### src/hdl/stok_pkg.sv
package stok_pkg;

	// result kinds
	localparam logic [1:0] KIND_BYTE = 2'd0;
	localparam logic [1:0] KIND_END  = 2'd1;
	localparam logic [1:0] KIND_EOI  = 2'd2;

	// scan modes; codes 5 to 7 behave as MODE_SKIP
	localparam logic [2:0] MODE_SKIP    = 3'd0;
	localparam logic [2:0] MODE_SLASH   = 3'd1;
	localparam logic [2:0] MODE_COMMENT = 3'd2;
	localparam logic [2:0] MODE_QUOTE   = 3'd3;
	localparam logic [2:0] MODE_WORD    = 3'd4;

	localparam int unsigned MAX_RES = 4;

	localparam logic [7:0] CH_NUL    = 8'h00;
	localparam logic [7:0] CH_NL     = 8'h0a;
	localparam logic [7:0] CH_SPACE  = 8'h20;
	localparam logic [7:0] CH_DQUOTE = 8'h22;
	localparam logic [7:0] CH_SQUOTE = 8'h27;
	localparam logic [7:0] CH_LPAREN = 8'h28;
	localparam logic [7:0] CH_RPAREN = 8'h29;
	localparam logic [7:0] CH_COMMA  = 8'h2c;
	localparam logic [7:0] CH_SLASH  = 8'h2f;
	localparam logic [7:0] CH_LBRACE = 8'h7b;
	localparam logic [7:0] CH_RBRACE = 8'h7d;

	typedef struct packed {
		logic [1:0] kind;
		logic [7:0] data;
	} res_t;

	// all results caused by one input byte
	typedef struct packed {
		logic [2:0]           cnt;
		res_t [MAX_RES-1:0]   slot;
	} bundle_t;

	// queue status seen by front and back
	typedef struct packed {
		logic full;
		logic empty;
	} qstat_t;

endpackage

### src/hdl/stok_front.sv
module stok_front (
	input  logic              clk,
	input  logic              arst_n,
	input  logic              in_valid,
	output logic              in_ready,
	input  logic [7:0]        in_byte,
	input  stok_pkg::qstat_t  qstat,
	output logic              push,
	output stok_pkg::bundle_t bundle
);
	import stok_pkg::*;

	logic [2:0] mode_q;
	logic [2:0] mode_nxt;
	logic       accept;

	function automatic logic is_single(input logic [7:0] c);
		return c == CH_LBRACE || c == CH_RBRACE || c == CH_LPAREN ||
			c == CH_RPAREN || c == CH_SQUOTE || c == CH_COMMA;
	endfunction

	// classify the byte into up to four results and the next mode
	always_comb begin
		logic [2:0] n;
		logic       pend_slash;
		logic       word_like;
		n          = 3'd0;
		bundle     = '0;
		mode_nxt   = mode_q;
		pend_slash = (mode_q == MODE_SLASH) && (in_byte != CH_SLASH);
		word_like  = (mode_q == MODE_WORD) || pend_slash;
		priority if (mode_q == MODE_COMMENT) begin
			if (in_byte == CH_NUL) begin
				bundle.slot[n[1:0]] = '{KIND_EOI, 8'd0}; n = n + 3'd1;
				mode_nxt = MODE_SKIP;
			end else if (in_byte == CH_NL) begin
				mode_nxt = MODE_SKIP;
			end
		end else if (mode_q == MODE_QUOTE) begin
			if (in_byte == CH_DQUOTE) begin
				bundle.slot[n[1:0]] = '{KIND_END, 8'd0}; n = n + 3'd1;
				mode_nxt = MODE_SKIP;
			end else if (in_byte == CH_NUL) begin
				bundle.slot[n[1:0]] = '{KIND_END, 8'd0}; n = n + 3'd1;
				bundle.slot[n[1:0]] = '{KIND_EOI, 8'd0}; n = n + 3'd1;
				mode_nxt = MODE_SKIP;
			end else begin
				bundle.slot[n[1:0]] = '{KIND_BYTE, in_byte}; n = n + 3'd1;
			end
		end else if (mode_q == MODE_SLASH && in_byte == CH_SLASH) begin
			mode_nxt = MODE_COMMENT;
		end else if (word_like) begin
			if (pend_slash) begin
				bundle.slot[n[1:0]] = '{KIND_BYTE, CH_SLASH}; n = n + 3'd1;
			end
			if (in_byte == CH_NUL) begin
				bundle.slot[n[1:0]] = '{KIND_END, 8'd0}; n = n + 3'd1;
				bundle.slot[n[1:0]] = '{KIND_EOI, 8'd0}; n = n + 3'd1;
				mode_nxt = MODE_SKIP;
			end else if (in_byte <= CH_SPACE) begin
				bundle.slot[n[1:0]] = '{KIND_END, 8'd0}; n = n + 3'd1;
				mode_nxt = MODE_SKIP;
			end else if (is_single(in_byte)) begin
				bundle.slot[n[1:0]] = '{KIND_END, 8'd0}; n = n + 3'd1;
				bundle.slot[n[1:0]] = '{KIND_BYTE, in_byte}; n = n + 3'd1;
				bundle.slot[n[1:0]] = '{KIND_END, 8'd0}; n = n + 3'd1;
				mode_nxt = MODE_SKIP;
			end else begin
				bundle.slot[n[1:0]] = '{KIND_BYTE, in_byte}; n = n + 3'd1;
				mode_nxt = MODE_WORD;
			end
		end else begin
			if (in_byte == CH_NUL) begin
				bundle.slot[n[1:0]] = '{KIND_EOI, 8'd0}; n = n + 3'd1;
				mode_nxt = MODE_SKIP;
			end else if (in_byte <= CH_SPACE) begin
				mode_nxt = MODE_SKIP;
			end else if (in_byte == CH_SLASH) begin
				mode_nxt = MODE_SLASH;
			end else if (in_byte == CH_DQUOTE) begin
				mode_nxt = MODE_QUOTE;
			end else if (is_single(in_byte)) begin
				bundle.slot[n[1:0]] = '{KIND_BYTE, in_byte}; n = n + 3'd1;
				bundle.slot[n[1:0]] = '{KIND_END, 8'd0}; n = n + 3'd1;
				mode_nxt = MODE_SKIP;
			end else begin
				bundle.slot[n[1:0]] = '{KIND_BYTE, in_byte}; n = n + 3'd1;
				mode_nxt = MODE_WORD;
			end
		end
		bundle.cnt = n;
	end

	assign in_ready = !qstat.full;
	assign accept   = in_valid && in_ready;
	// bytes with no results never enter the queue
	assign push     = accept && (bundle.cnt != 3'd0);

	always_ff @(posedge clk or negedge arst_n) begin
		if (!arst_n) begin
			mode_q <= MODE_SKIP;
		end else if (accept) begin
			mode_q <= mode_nxt;
		end
	end

endmodule

### src/hdl/stok_queue.sv
module stok_queue #(
	parameter int unsigned DEPTH = 4
) (
	input  logic              clk,
	input  logic              arst_n,
	input  logic              push,
	input  stok_pkg::bundle_t wdata,
	input  logic              pop,
	output stok_pkg::bundle_t rdata,
	output stok_pkg::qstat_t  qstat
);
	import stok_pkg::*;

	localparam int unsigned AW = (DEPTH > 1) ? $clog2(DEPTH) : 1;
	localparam int unsigned CW = $clog2(DEPTH + 1);

	bundle_t        mem_q [DEPTH];
	logic [AW-1:0]  wptr_q;
	logic [AW-1:0]  rptr_q;
	logic [CW-1:0]  count_q;

	assign qstat.full  = (count_q == CW'(DEPTH));
	assign qstat.empty = (count_q == '0);
	assign rdata       = mem_q[rptr_q];

	always_ff @(posedge clk) begin
		if (push) begin
			mem_q[wptr_q] <= wdata;
		end
	end

	always_ff @(posedge clk or negedge arst_n) begin
		if (!arst_n) begin
			wptr_q  <= '0;
			rptr_q  <= '0;
			count_q <= '0;
		end else begin
			if (push) begin
				wptr_q <= (wptr_q == AW'(DEPTH - 1)) ? '0 : wptr_q + AW'(1);
			end
			if (pop) begin
				rptr_q <= (rptr_q == AW'(DEPTH - 1)) ? '0 : rptr_q + AW'(1);
			end
			unique case ({push, pop})
				2'b10:   count_q <= count_q + CW'(1);
				2'b01:   count_q <= count_q - CW'(1);
				default: count_q <= count_q;
			endcase
		end
	end

endmodule

### src/hdl/stok_back.sv
module stok_back (
	input  logic              clk,
	input  logic              arst_n,
	input  stok_pkg::bundle_t head,
	input  stok_pkg::qstat_t  qstat,
	output logic              pop,
	output logic              out_valid,
	input  logic              out_ready,
	output logic [7:0]        out_byte,
	output logic [1:0]        kind,
	output logic              last
);
	import stok_pkg::*;

	logic [1:0] idx_q;
	logic       ov_q;
	res_t       res_q;
	logic       last_q;
	logic       load;
	logic       is_last;

	assign load    = !qstat.empty && (!ov_q || out_ready);
	assign is_last = ({1'b0, idx_q} == head.cnt - 3'd1);
	assign pop     = load && is_last;

	always_ff @(posedge clk or negedge arst_n) begin
		if (!arst_n) begin
			ov_q  <= 1'b0;
			idx_q <= '0;
		end else begin
			if (load) begin
				ov_q  <= 1'b1;
				idx_q <= is_last ? 2'd0 : idx_q + 2'd1;
			end else if (out_ready) begin
				ov_q <= 1'b0;
			end
		end
	end

	always_ff @(posedge clk) begin
		if (load) begin
			res_q  <= head.slot[idx_q];
			last_q <= is_last;
		end
	end

	assign out_valid = ov_q;
	assign out_byte  = res_q.data;
	assign kind      = res_q.kind;
	assign last      = last_q;

endmodule

### src/hdl/script_tokenizer_stream_top.sv
// A byte's bundle is queued when its transfer is taken; the back then loads its results.
// Throughput: one byte per cycle while the queue has room; one result per cycle leaves
//   the output register while out_ready is high, so a byte's results leave in turn and
//   QDEPTH queued bundles soak up the bursts (up to four results per byte).
// Reset: arst_n clears the scan mode to between-tokens, empties the queue and the output.
// No result ever appears for bytes that are skipped.
module script_tokenizer_stream_top #(
	parameter int unsigned QDEPTH = 4
) (
	input  logic       clk,
	input  logic       arst_n,
	input  logic       in_valid,
	output logic       in_ready,
	input  logic [7:0] in_byte,
	output logic       out_valid,
	input  logic       out_ready,
	output logic [7:0] out_byte,
	output logic [1:0] kind,
	output logic       last
);
	import stok_pkg::*;

	// front to queue
	bundle_t q_wdata;
	logic    q_push;
	// queue to back
	bundle_t q_head;
	logic    q_pop;
	qstat_t  q_stat;

	// Front: holds the scan mode, turns each byte into a bundle of results.
	// Ready only depends on queue space, never on the output side.
	stok_front u_front (
		.clk      (clk),
		.arst_n   (arst_n),
		.in_valid (in_valid),
		.in_ready (in_ready),
		.in_byte  (in_byte),
		.qstat    (q_stat),
		.push     (q_push),
		.bundle   (q_wdata)
	);

	// Short bundle queue decoupling the two sides.
	stok_queue #(
		.DEPTH (QDEPTH)
	) u_queue (
		.clk    (clk),
		.arst_n (arst_n),
		.push   (q_push),
		.wdata  (q_wdata),
		.pop    (q_pop),
		.rdata  (q_head),
		.qstat  (q_stat)
	);

	// Back: while out_ready is high, walks the head bundle one result per cycle into
	// the output register, flagging the final one of each byte.
	stok_back u_back (
		.clk       (clk),
		.arst_n    (arst_n),
		.head      (q_head),
		.qstat     (q_stat),
		.pop       (q_pop),
		.out_valid (out_valid),
		.out_ready (out_ready),
		.out_byte  (out_byte),
		.kind      (kind),
		.last      (last)
	);

`ifndef SYNTH
	a_push_nonempty: assert property (@(posedge clk) disable iff (!arst_n)
		q_push |-> (q_wdata.cnt != 3'd0 && q_wdata.cnt <= 3'd4 && !q_stat.full))
		else $error("bad bundle pushed");

	a_pop_has_data: assert property (@(posedge clk) disable iff (!arst_n)
		q_pop |-> !q_stat.empty)
		else $error("pop from empty queue");

	a_eoi_last: assert property (@(posedge clk) disable iff (!arst_n)
		(out_valid && kind == KIND_EOI) |-> last)
		else $error("end of input not last result");

	a_marker_zero: assert property (@(posedge clk) disable iff (!arst_n)
		(out_valid && kind != KIND_BYTE) |-> (out_byte == 8'd0))
		else $error("marker carries data");
`endif

endmodule

### config.mk
export PLATFORM = sky130hd
export DESIGN_NAME = script_tokenizer_stream_top
export DESIGN_NICKNAME = d
export VERILOG_FILES = /design/src/hdl/stok_pkg.sv /design/src/hdl/stok_front.sv /design/src/hdl/stok_queue.sv /design/src/hdl/stok_back.sv /design/src/hdl/script_tokenizer_stream_top.sv
export SDC_FILE = /design/constraint.sdc
export NUM_CORES = 1
export LEC_CHECK = 0
export BUFFER_PORTS_ARGS = -buffer_cell sky130_fd_sc_hd__buf_2
export CORE_MARGIN = 4
export CORE_UTILIZATION = 40
export DETAILED_ROUTE_END_ITERATION = 6
export HOLD_SLACK_MARGIN = 0.06
export REMOVE_ABC_BUFFERS = 1
export SLEW_MARGIN = 20
export SYNTH_ARGS = -nofsm -noshare
export SYNTH_HDL_FRONTEND = slang
export SYNTH_HIERARCHICAL = 1
export SYNTH_SLANG_ARGS = --single-unit
export TNS_END_PERCENT = 20
### constraint.sdc
create_clock -name clk -period 4.2 [get_ports clk]
set_input_delay 0.63 -clock clk [delete_from_list [all_inputs] [get_ports clk]]
set_output_delay 0.63 -clock clk [all_outputs]
set_load 0.02 [all_outputs]
==> impl_metrics.toml <==
[placement]
placed_cells = 786
portBuffers = 24
place_area_um2 = 9085
hpwl_mm = 11.49
gp_congestion = 0.8994
pre_cts_slack_ns = 0.08210

[sta]
skew_ns = 0.01105
drv_slew = 0
rsz0062_at_grt = "no"
setup_violations = 0
fin_crit_sh = 0.8894
clock.fmax_ghz = 0.2677
max_slew_margin = 0.5183
finalCriticalPeriod_ns = 3.735
fin_ws_ns = 0.4646
worst_slew_pin_slew_ns = 0.7204
hold_violations = 0

[clock_network]
post_cts_buffers = 0
h-tree-depth = 4
clk_pin_slew_ns = 0.07
cts.sinks = 196
root_buffer = "clkbuf_16"
cts_buffers = 17
clock_path_buffers = 2
clock_latency_ns = 0.43
cts_tree = "done"
ctsHoldBuffers = 0
cts_resized = 0

[worst_setup_path]
startpoint = "u_front/mode_q[1]"
worstPathArrival_ns = 4.08
start_kind = "flip-flop"
crit_required_ns = 4.55
r2r_start = "u_front/mode_q[1]"
r2r-end = "u_queue/count_q[2]"
end_kind = "flip-flop"
cp_slowest_stage_delay_ns = 0.58
rrSetupSlack_ns = 0.46
path_cells = "nor3b_1 > o31a_1 > clkinv_1 > ha_1 > nand2_1 > a21oi_1 > a32oi_1 > a31oi_1 > o311a_1 > inv_1 > ha_1 > inv_1 > fa_1 > xor2_1 > nor2_1 > xor2_1"
criticalPathCategory = "reg -> reg"
crit_path_max_fanout = 14
slowest_stage = "dfrtp_1"
crit_path_end = "u_queue/count_q[2]"
ff2ff_path_depth = 16

[power_and_ir_drop]
p_int_w = 0.004293
power.density_nw_per_um2 = 639.8
finalPower_w = 0.006176
p_sw_frac = 0.3049
power_frac_seq = 0.451
p_sw_w = 0.001883
clkPwrFrac = 0.250
irDropWorstVdd_v = 0.0002804
p_comb_frac = 0.299
p_leak_nw = 3.297

[synth]
synth_top_area_frac = 0.6348
synth_cell_types = 66
syn_area_um2 = 8657
synth.most_common_cell = "edfxtp_1"
netlist_instances = 491
yosys.area.top_type = "edfxtp_1"
synth_edf_count = 183
yosysSeqAreaShare = 0.6724
synth_top_flop_cell = "edfxtp_1"
yosysWarningCount = 6
synthTopCellsByArea = "edfxtp_1, mux4_2, dfrtp_1"
async_reset_ff_frac = 0.06633
ys_ff_latch = 196
postSynthAreaPerCell_um2 = 17.63
synth_common_cells = "edfxtp_1, mux4_2, nand2_1"

[global_routing]
grt.overflow.total = 0
track_usage = 0.1597
grt_max_degree = 44
grt_pass1_wl_mm = 28.68
grt_pass1_vias = 4812
antenna_found_initial = 0

[floorplanning]
start_util = 0.4092
core_um2 = 21150
die_y_um = 155.1
die_area_um2 = 24060
ios = 25
rows = 53
die_w_um = 155.1

[status]
status = "finished clean"

[final_layout]
post_route_cells_drive_above_1_share = 0.2694
fin_area_um2 = 9653
antenna_cells = 0
fin_util = 0.4563
final_cell_count_no_fill = 817
syn_to_final_growth_pct = 11.50
nFillCells = 1814
nets = 551

[drt]
wl_per_cell_um = 22.36
firstDrtPassIters = 4
drc_errors = 0
dr.first_iter.drc_count = 233
postRouteAntennaNets = 0
vias = 4557
routed_wl_mm = 18.27
viasPerCell = 5.578

[min_path]
hp-class = "in -> async"

[run]
cap_violations = 0
[cell families after synthesis]
logic type,count (synthesis),share of synthesized area
AOI/OAI and AO/OA,61,0.04798
xor gates and xnor gates,6,0.006939
adders and majority gates,9,0.01388
buffers and inverters,54,0.04379
DFF,196,0.6724
muxes,58,0.1474
other,1,0.0004332
and+or+nand+nor,106,0.06721
[cells in the final DEF (no fill, tap or decap), types with 10 or more instances in the layout]
cell type	instances
dfrtp_1	11
conb_1	10
buf_4	22
mux4_2	45
nor2_1	23
buf_2	24
inv_1	14
clkbuf_16	17
a21oi_1	12
edfxtp_1	183
o21ai_0	15
nand2_1	27
[registers in the layout (all words and copies together), names as in the netlist, 2 cells and up]
name and flops:
u_back/idx_q 2, u_back/kind 2, u_back/out_byte 8, u_front/mode_q 3, u_queue/count_q 3, u_queue/mem_q 172, u_queue/rptr_q 2, u_queue/wptr_q 2
[stage by stage]
stage | TNS [ns] | hold WS [ns]
6_report | 0 | 0.09067
5_1_grt | 0 | 0.09166
4_1_cts | 0 | 0.08397
3_5_place_dp | 0 | 0.4972
3_3_place_gp | 0 | 0.4766
2_1_floorplan | -1.049 | 0.3344
[how the worst min path moves through the flow]
stage	start	to	slack, ns
after detailed placement	u_queue/count_q[2]	u_queue/count_q[2]	0.50
after global routing	arst_n	u_back/idx_q[0]	0.09
after CTS	arst_n	u_back/out_valid	0.08
after floorplan	arst_n	u_back/idx_q[0]	0.33
after global placement	u_queue/count_q[2]	u_queue/count_q[2]	0.48
final	arst_n	u_queue/count_q[1]	0.09
[worst max-delay path, delay by kind of cell, from the launching register on]
kind	cells	cell delay, ns
AOI/OAI and AO/OA	5	1.21
xor gates and xnor gates	2	0.31
adders and majority gates	3	0.79
buffers and inverters	3	0.29
DFF	1	0.58
and+or+nand+nor	3	0.47
[metal layers]
layer	GRT usage	part of all wire	up-vias
met5	0	0	-
met4	0.04794	0.015	0
met3	0.03004	0.036	18
met2	0.2657	0.50	101
met1	0.2154	0.44	2412
li1	-	-	2026
[area by class of cell]
type | instances | area, µm² | share of cell area
inverter | 15 | 56.30 | 0.005833
clock inverter | 14 | 142.6 | 0.01478
sequential | 196 | 5823 | 0.6032
clock buffer | 17 | 425.4 | 0.04407
tap | 275 | 344.1 | 0.03564
timing repair buffer | 50 | 365.4 | 0.03785
multi-input combinational | 250 | 2496 | 0.2586
[power by group through the flow]
stage | Sequential [W] | Clock (W) | Combinational (W)
6_report | 0.00279 | 0.00155 | 0.00184
5_1_grt | 0.00282 | 0.00167 | 0.00202
4_1_cts | 0.00280 | 0.00159 | 0.00190
3_5_place_dp | 0.00283 | 0 | 0.00189
3_3_place_gp | 0.00281 | 0 | 0.00187
2_1_floorplan | 0.00302 | 0 | 0.00111
Note: power is estimated with default switching activity, not from simulation.
